File: config.mk
export PLATFORM = sky130hd
export DESIGN_NAME = q14_fixed_point_alu
export DESIGN_NICKNAME = d
export VERILOG_FILES = /design/src/rtl/q14alu_pkg.sv /design/src/rtl/q14alu_div_stage.sv /design/src/rtl/q14_fixed_point_alu.sv
export SDC_FILE = /design/constraint.sdc
export NUM_CORES = 2
export LEC_CHECK = 0
export ABC_AREA = 1
export BUFFER_PORTS_ARGS = -buffer_cell sky130_fd_sc_hd__buf_2
export CAP_MARGIN = 10
export CORE_MARGIN = 1
export CORE_UTILIZATION = 52
export DETAILED_ROUTE_END_ITERATION = 12
export GPL_ROUTABILITY_DRIVEN = 1
export PLACE_DENSITY = 0.76
export SLEW_MARGIN = 30
export SYNTH_ARGS = -nofsm -noshare
export SYNTH_HDL_FRONTEND = slang
export SYNTH_SLANG_ARGS = --single-unit
File: constraint.sdc
create_clock -name clk -period 7.97 [get_ports clk]
set_input_delay 1.1955 -clock clk [delete_from_list [all_inputs] [get_ports clk]]
set_output_delay 1.1955 -clock clk [all_outputs]
set_load 0.01 [all_outputs]
File: src/rtl/q14alu_pkg.sv
// q14alu_pkg: shared types for the q14 fixed point arithmetic unit
// operation codes and the control group that travels with each pipeline stage
// no dependencies
`timescale 1ns / 1ps
`default_nettype none

package q14alu_pkg;

    typedef enum logic [1:0] {
        OP_ADD = 2'd0,
        OP_SUB = 2'd1,
        OP_MUL = 2'd2,
        OP_DIV = 2'd3
    } op_t;

    typedef struct packed {
        op_t  op;
        logic neg;
        logic dz;
    } stage_ctl_t;

endpackage

`default_nettype wire

File: src/rtl/q14alu_div_stage.sv
// q14alu_div_stage: one registered step of the restoring divider, one quotient bit
// also carries the control group and the result of non-divide operations
// depends on q14alu_pkg
`timescale 1ns / 1ps
`default_nettype none

module q14alu_div_stage #(
    parameter int DVS_W = 16,
    parameter int QUO_W = 30
) (
    input  wire logic                   clk,
    input  wire logic                   rst_n,
    input  wire logic                   up_valid,
    output logic                        up_ready,
    input  wire q14alu_pkg::stage_ctl_t up_ctl,
    input  wire logic [DVS_W-1:0]       up_rem,
    input  wire logic [QUO_W-1:0]       up_quo,
    input  wire logic [DVS_W-1:0]       up_dvs,
    input  wire logic [DVS_W-1:0]       up_res,
    output logic                        dn_valid,
    input  wire logic                   dn_ready,
    output q14alu_pkg::stage_ctl_t      dn_ctl,
    output logic [DVS_W-1:0]            dn_rem,
    output logic [QUO_W-1:0]            dn_quo,
    output logic [DVS_W-1:0]            dn_dvs,
    output logic [DVS_W-1:0]            dn_res
);
    import q14alu_pkg::*;

    logic               valid_reg;
    stage_ctl_t         ctl_reg;
    logic [DVS_W-1:0]   rem_reg;
    logic [QUO_W-1:0]   quo_reg;
    logic [DVS_W-1:0]   dvs_reg;
    logic [DVS_W-1:0]   res_reg;

    logic [DVS_W:0]     shifted;
    logic [DVS_W:0]     trial;
    logic               take;
    logic [DVS_W-1:0]   rem_next;
    logic [QUO_W-1:0]   quo_next;

    always_comb
    begin
        shifted  = {up_rem, up_quo[QUO_W-1]};
        trial    = shifted - {1'b0, up_dvs};
        take     = ~trial[DVS_W];
        rem_next = take ? trial[DVS_W-1:0] : shifted[DVS_W-1:0];
        quo_next = {up_quo[QUO_W-2:0], take};
    end

    assign up_ready = ~valid_reg | dn_ready;

    always_ff @(posedge clk or negedge rst_n)
    begin
        if (!rst_n)
        begin
            valid_reg <= 1'b0;
        end
        else if (up_ready)
        begin
            valid_reg <= up_valid;
        end
    end

    always_ff @(posedge clk)
    begin
        if (up_ready && up_valid)
        begin
            ctl_reg <= up_ctl;
            rem_reg <= rem_next;
            quo_reg <= quo_next;
            dvs_reg <= up_dvs;
            res_reg <= up_res;
        end
    end

    assign dn_valid = valid_reg;
    assign dn_ctl   = ctl_reg;
    assign dn_rem   = rem_reg;
    assign dn_quo   = quo_reg;
    assign dn_dvs   = dvs_reg;
    assign dn_res   = res_reg;

endmodule

`default_nettype wire

File: src/rtl/q14_fixed_point_alu.sv
// q14_fixed_point_alu: pipelined signed fixed point add, subtract, multiply, divide
// input register with multiplier, prep logic, a chain of divider stages, output register
// depends on q14alu_pkg and q14alu_div_stage
//
//   channel  | signals                          | role
//   ---------+----------------------------------+------------------------------
//   request  | req_valid req_stall op a b       | one operation, two operands
//   response | rsp_valid rsp_stall result       | one result per request
//            | div_by_zero                      |
//
// every operation passes through the whole divider chain, whose length is
// set by the restoring divider that resolves one quotient bit per stage
// a new request is taken every cycle unless stalled; each stage holds its own valid bit
// reset clears all valid bits; stalls pass back combinationally, empty stages fill bubbles
`timescale 1ns / 1ps
`default_nettype none

module q14_fixed_point_alu #(
    parameter int FRAC_BITS = 14,
    parameter int WORD_BITS = 16
) (
    input  wire logic                   clk,
    input  wire logic                   rst_n,
    input  wire logic                   req_valid,
    output logic                        req_stall,
    input  wire q14alu_pkg::op_t        op,
    input  wire logic [WORD_BITS-1:0]   a,
    input  wire logic [WORD_BITS-1:0]   b,
    output logic                        rsp_valid,
    input  wire logic                   rsp_stall,
    output logic [WORD_BITS-1:0]        result,
    output logic                        div_by_zero
);
    import q14alu_pkg::*;

    localparam int W  = WORD_BITS;
    localparam int MW = WORD_BITS + FRAC_BITS;
    localparam int PW = 2 * WORD_BITS + FRAC_BITS;
    localparam logic signed [W:0] SAT_HI = {2'b00, {(W - 1){1'b1}}};
    localparam logic signed [W:0] SAT_LO = -SAT_HI;
    localparam logic signed [PW-1:0] RND_HALF = PW'(1) << (FRAC_BITS - 1);

    // input stage
    logic                       in_valid_reg;
    op_t                        op_reg;
    logic signed [W-1:0]        a_reg;
    logic signed [W-1:0]        b_reg;
    logic signed [2*W-1:0]      prod_reg;
    logic                       in_ready;

    // divider chain
    logic                       valid_c [MW+1];
    logic                       ready_c [MW+1];
    stage_ctl_t                 ctl_c   [MW+1];
    logic [W-1:0]               rem_c   [MW+1];
    logic [MW-1:0]              quo_c   [MW+1];
    logic [W-1:0]               dvs_c   [MW+1];
    logic [W-1:0]               res_c   [MW+1];

    // prep logic
    logic signed [W:0]          sum;
    logic signed [PW-1:0]       prod_rnd;
    logic [W-1:0]               abs_a;
    logic [W-1:0]               abs_b;
    logic [W-1:0]               prep_res;

    // output stage
    logic                       out_valid_reg;
    logic [W-1:0]               result_reg;
    logic                       dz_reg;
    logic                       out_ready;
    logic [W-1:0]               final_res;
    logic [W-1:0]               quo_low;

    assign in_ready  = ~in_valid_reg | ready_c[0];
    assign req_stall = ~in_ready;

    always_ff @(posedge clk or negedge rst_n)
    begin
        if (!rst_n)
        begin
            in_valid_reg <= 1'b0;
        end
        else if (in_ready)
        begin
            in_valid_reg <= req_valid;
        end
    end

    always_ff @(posedge clk)
    begin
        if (in_ready && req_valid)
        begin
            op_reg   <= op;
            a_reg    <= a;
            b_reg    <= b;
            prod_reg <= $signed(a) * $signed(b);
        end
    end

    always_comb
    begin
        sum      = {a_reg[W-1], a_reg} + {b_reg[W-1], b_reg};
        prod_rnd = PW'(prod_reg) + RND_HALF;
        abs_a    = a_reg[W-1] ? (~a_reg + W'(1)) : a_reg;
        abs_b    = b_reg[W-1] ? (~b_reg + W'(1)) : b_reg;
        case (op_reg)
            OP_ADD:
            begin
                if (sum > SAT_HI)
                begin
                    prep_res = SAT_HI[W-1:0];
                end
                else if (sum < SAT_LO)
                begin
                    prep_res = SAT_LO[W-1:0];
                end
                else
                begin
                    prep_res = sum[W-1:0];
                end
            end
            OP_SUB:
            begin
                prep_res = a_reg - b_reg;
            end
            OP_MUL:
            begin
                prep_res = prod_rnd[FRAC_BITS+W-1:FRAC_BITS];
            end
            default:
            begin
                prep_res = '0;
            end
        endcase
    end

    // magnitude of the scaled and rounded dividend
    assign valid_c[0]   = in_valid_reg;
    assign ctl_c[0].op  = op_reg;
    assign ctl_c[0].neg = a_reg[W-1] ^ b_reg[W-1];
    assign ctl_c[0].dz  = (b_reg == '0);
    assign rem_c[0]     = '0;
    assign quo_c[0]     = {abs_a, {FRAC_BITS{1'b0}}} + MW'(abs_b >> 1);
    assign dvs_c[0]     = abs_b;
    assign res_c[0]     = prep_res;

    for (genvar i = 0; i < MW; i++)
    begin : g_div
        q14alu_div_stage #(
            .DVS_W (W),
            .QUO_W (MW)
        ) u_stage (
            .clk      (clk),
            .rst_n    (rst_n),
            .up_valid (valid_c[i]),
            .up_ready (ready_c[i]),
            .up_ctl   (ctl_c[i]),
            .up_rem   (rem_c[i]),
            .up_quo   (quo_c[i]),
            .up_dvs   (dvs_c[i]),
            .up_res   (res_c[i]),
            .dn_valid (valid_c[i+1]),
            .dn_ready (ready_c[i+1]),
            .dn_ctl   (ctl_c[i+1]),
            .dn_rem   (rem_c[i+1]),
            .dn_quo   (quo_c[i+1]),
            .dn_dvs   (dvs_c[i+1]),
            .dn_res   (res_c[i+1])
        );
    end

    assign out_ready   = ~out_valid_reg | ~rsp_stall;
    assign ready_c[MW] = out_ready;

    always_comb
    begin
        quo_low = quo_c[MW][W-1:0];
        if (ctl_c[MW].op == OP_DIV)
        begin
            if (ctl_c[MW].dz)
            begin
                final_res = '0;
            end
            else if (ctl_c[MW].neg)
            begin
                final_res = ~quo_low + W'(1);
            end
            else
            begin
                final_res = quo_low;
            end
        end
        else
        begin
            final_res = res_c[MW];
        end
    end

    always_ff @(posedge clk or negedge rst_n)
    begin
        if (!rst_n)
        begin
            out_valid_reg <= 1'b0;
        end
        else if (out_ready)
        begin
            out_valid_reg <= valid_c[MW];
        end
    end

    always_ff @(posedge clk)
    begin
        if (out_ready && valid_c[MW])
        begin
            result_reg <= final_res;
            dz_reg     <= (ctl_c[MW].op == OP_DIV) && ctl_c[MW].dz;
        end
    end

    assign rsp_valid   = out_valid_reg;
    assign result      = result_reg;
    assign div_by_zero = dz_reg;

endmodule

`default_nettype wire

==> results.toml <==
[outcome]
status = "complete, but fails checks"
violations = "DRC"

[detailed_routing]
vias = 53980
drt-total-wl_mm = 175.5
ant_nets = 0
drt-initial-drc-count = 3198
drtPass1Iterations = 12
wl_per_cell_um = 17.14
via_per_inst = 5.272
detail_route.drc_violations = 4

[logic_synthesis]
yosysSeqAreaShare_pct = 61.00
avgSynthCellArea_um2 = 12.21
synth_top_area_cell = "edfxtp_1"
yosysTopAreaCellShare_pct = 60.13
async_flop_share_pct = 1.699
syn_inst = 7572
yosysMostFrequentCell = "edfxtp_1"
ys_seq_elements = 1884
ys_types = 47
synth-edff-count = 1852
yosysWarningCount = 0
ys_top_cells_by_count = "edfxtp_1 (1852), inv_1 (1200), a21oi_1 (854)"
synthesis.area_um2 = 92480
synth_top_flop_cell = "edfxtp_1"
yosys-top-cells-area = "edfxtp_1 (60%), ha_1 (7.8%), fa_1 (6.0%), inv_1 (4.9%), a21oi_1 (4.6%)"

[timing]
rsz0062_at_grt = "no"
finalCriticalPeriod_ns = 6.891
tns_ns = 0
period_share_pct = 86.47
fmax_mhz = 145.1
setup_viol = 0
maxSlewHeadroom_pct = 36.21
hold_viol = 0
drv_slew = 0
fin_worst_skew_ns = 0.07264
worst_pin_slew_ns = 0.9568

[grt]
grt_max_degree = 68
track_usage_pct = 19.89
grt_pass1_vias = 56190
antenna_found_initial = 0
grt_overflow = 0
grt_first_pass_wirelength_mm = 286.0

[worst_hold_path]
hold_class = "in2async"

[placed_design]
dp_cells = 9895
routabilityCongestion = 0.9608
port_buffers = 56
dp_hpwl_mm = 128.4
place_area_um2 = 95930

[setup_path]
startpoint_type = "primary input"
slowest_stage = "o21ai_0"
path_buf_inv = 7
critPathMaxFanout = 17
max_stage_delay_ns = 0.68
cpMostUsedCell = "fa_1"
worstPathArrival_ns = 7.49
critical-path-top-delay-family = "adder cells"
crit_type = "in2reg"
worstSetupEndpointType = "register"
cp.required_ns = 8.57

[clocking]
root_buffer = "clkbuf_16"
ctsHoldBuffers = 0
cts_sinks = 1884
postCtsSetupBuffers = 0
clk_latency_ns = 0.85
numCtsBuffers = 185
cts_resized = 0
cts_buffer_depth = 3
h-tree-depth = 4
clk_pin_slew_ns = 0.07
cts_tree = "built"

[die]
pin_count = 57
die_w_um = 423.7
start_util_pct = 52.46
die_area_um2 = 179500
fp-row-count = 154
die_y_um = 423.7
core_area_um2 = 176300

[power]
power_leakage_uw = 0.04237
peakVddDrop_v = 0.001230
power-per-cell-area_nw_per_um2 = 433.2
power_uw = 44190

[final_layout]
syn_to_final_growth_pct = 10.30
largest_reg_flops = 480
diodes = 0
fillers = 13700
layout-drive-gt1-share_pct = 6.203
final_cells = 10240
stdcell_area_um2 = 102000
nets = 8635

[flow_run]
drv_cap = 0
[routing by layer]
layer	up-vias	track usage, %	routed length (um)
met2	1081	38.00	95640
met4	0	8.436	7100
met5	-	0	0
met1	26360	21.74	66680
li1	26190	-	-
met3	349	2.817	6102
[area by class of cell]
cell class	count	area (um2)	share of cell area, %
multi-input cells	4348	31320	30.70
clock inverters	121	1265	1.240
flip-flops and latches	1884	56410	55.31
well taps	2340	2928	2.870
clock buffers	223	4802	4.708
inverters	1203	4518	4.429
repair buffers	120	763.2	0.7482
[placed cells by master (no fill, tap or decap), types with 27 or more instances in the layout]
master and n:
a211oi_1 27, nand4_1 29, fa_1 277, clkbuf_16 185
nor2_1 567, edfxtp_1 1852, ha_1 578, xnor2_1 229
nor3_1 38, dfrtp_1 32, buf_4 65, buf_2 55
xor2_1 249, clkinv_2 38, clkinv_1 41, clkbuf_1 35
o21ai_0 184, a21oi_1 854, nand2_1 848, inv_1 1186
nand3_1 229
[final timing paths]
| path | endpoint | startpoint | depth (start not counted) | slack, ns |
|---|---|---|---|---|
| setup / recovery | prod_reg[26] | a[7] | 26 | 1.08 |
| hold / removal | rsp_valid | rst_n | 1 | 0.32 |
| setup reg to reg | g_div[0].u_stage.dn_rem[0] | b_reg[8] | 24 | 2.43 |
| hold reg to reg | g_div[1].u_stage.dn_res[8] | g_div[0].u_stage.dn_res[8] | 0 | 0.40 |
| max in group asynchronous | g_div[4].u_stage.dn_valid | rst_n | 1 | 7.16 |
| min in group clk | g_div[1].u_stage.dn_res[8] | g_div[0].u_stage.dn_res[8] | 0 | 0.40 |
[report_power, final]
| group | switching, uW | total (uW) | internal, uW |
|---|---|---|---|
| clock | 3770 | 8620 | 4850 |
| sequential | 1240 | 16200 | 15000 |
| combinational | 11800 | 19400 | 7600 |
| total | 16800 | 44200 | 27400 |
[stage by stage]
stage,worst slack (ns),hold WS (ns),utilization [%]
final,1.079,0.3201,57.86
after global routing,0.6791,0.3203,57.86
after CTS,1.047,0.3929,57.85
after detailed placement,0.1392,0.4045,54.41
after global placement,0.04966,0.4004,54.40
after floorplan,0.9584,0.4003,-
[cells by family after synthesis]
logic type                 after synthesis  synth area share [%]
AOI/OAI and AO/OA                     1183                 6.771
DFF                                   1884                 61.00
buffers and inverters                 1346                 5.522
xor gates and xnor gates               502                 4.754
other                                    1              0.004055
adders and majority gates              855                 13.82
and+or+nand+nor                       1801                 8.134
No activity file was read; power rests on OpenSTA's default activity.
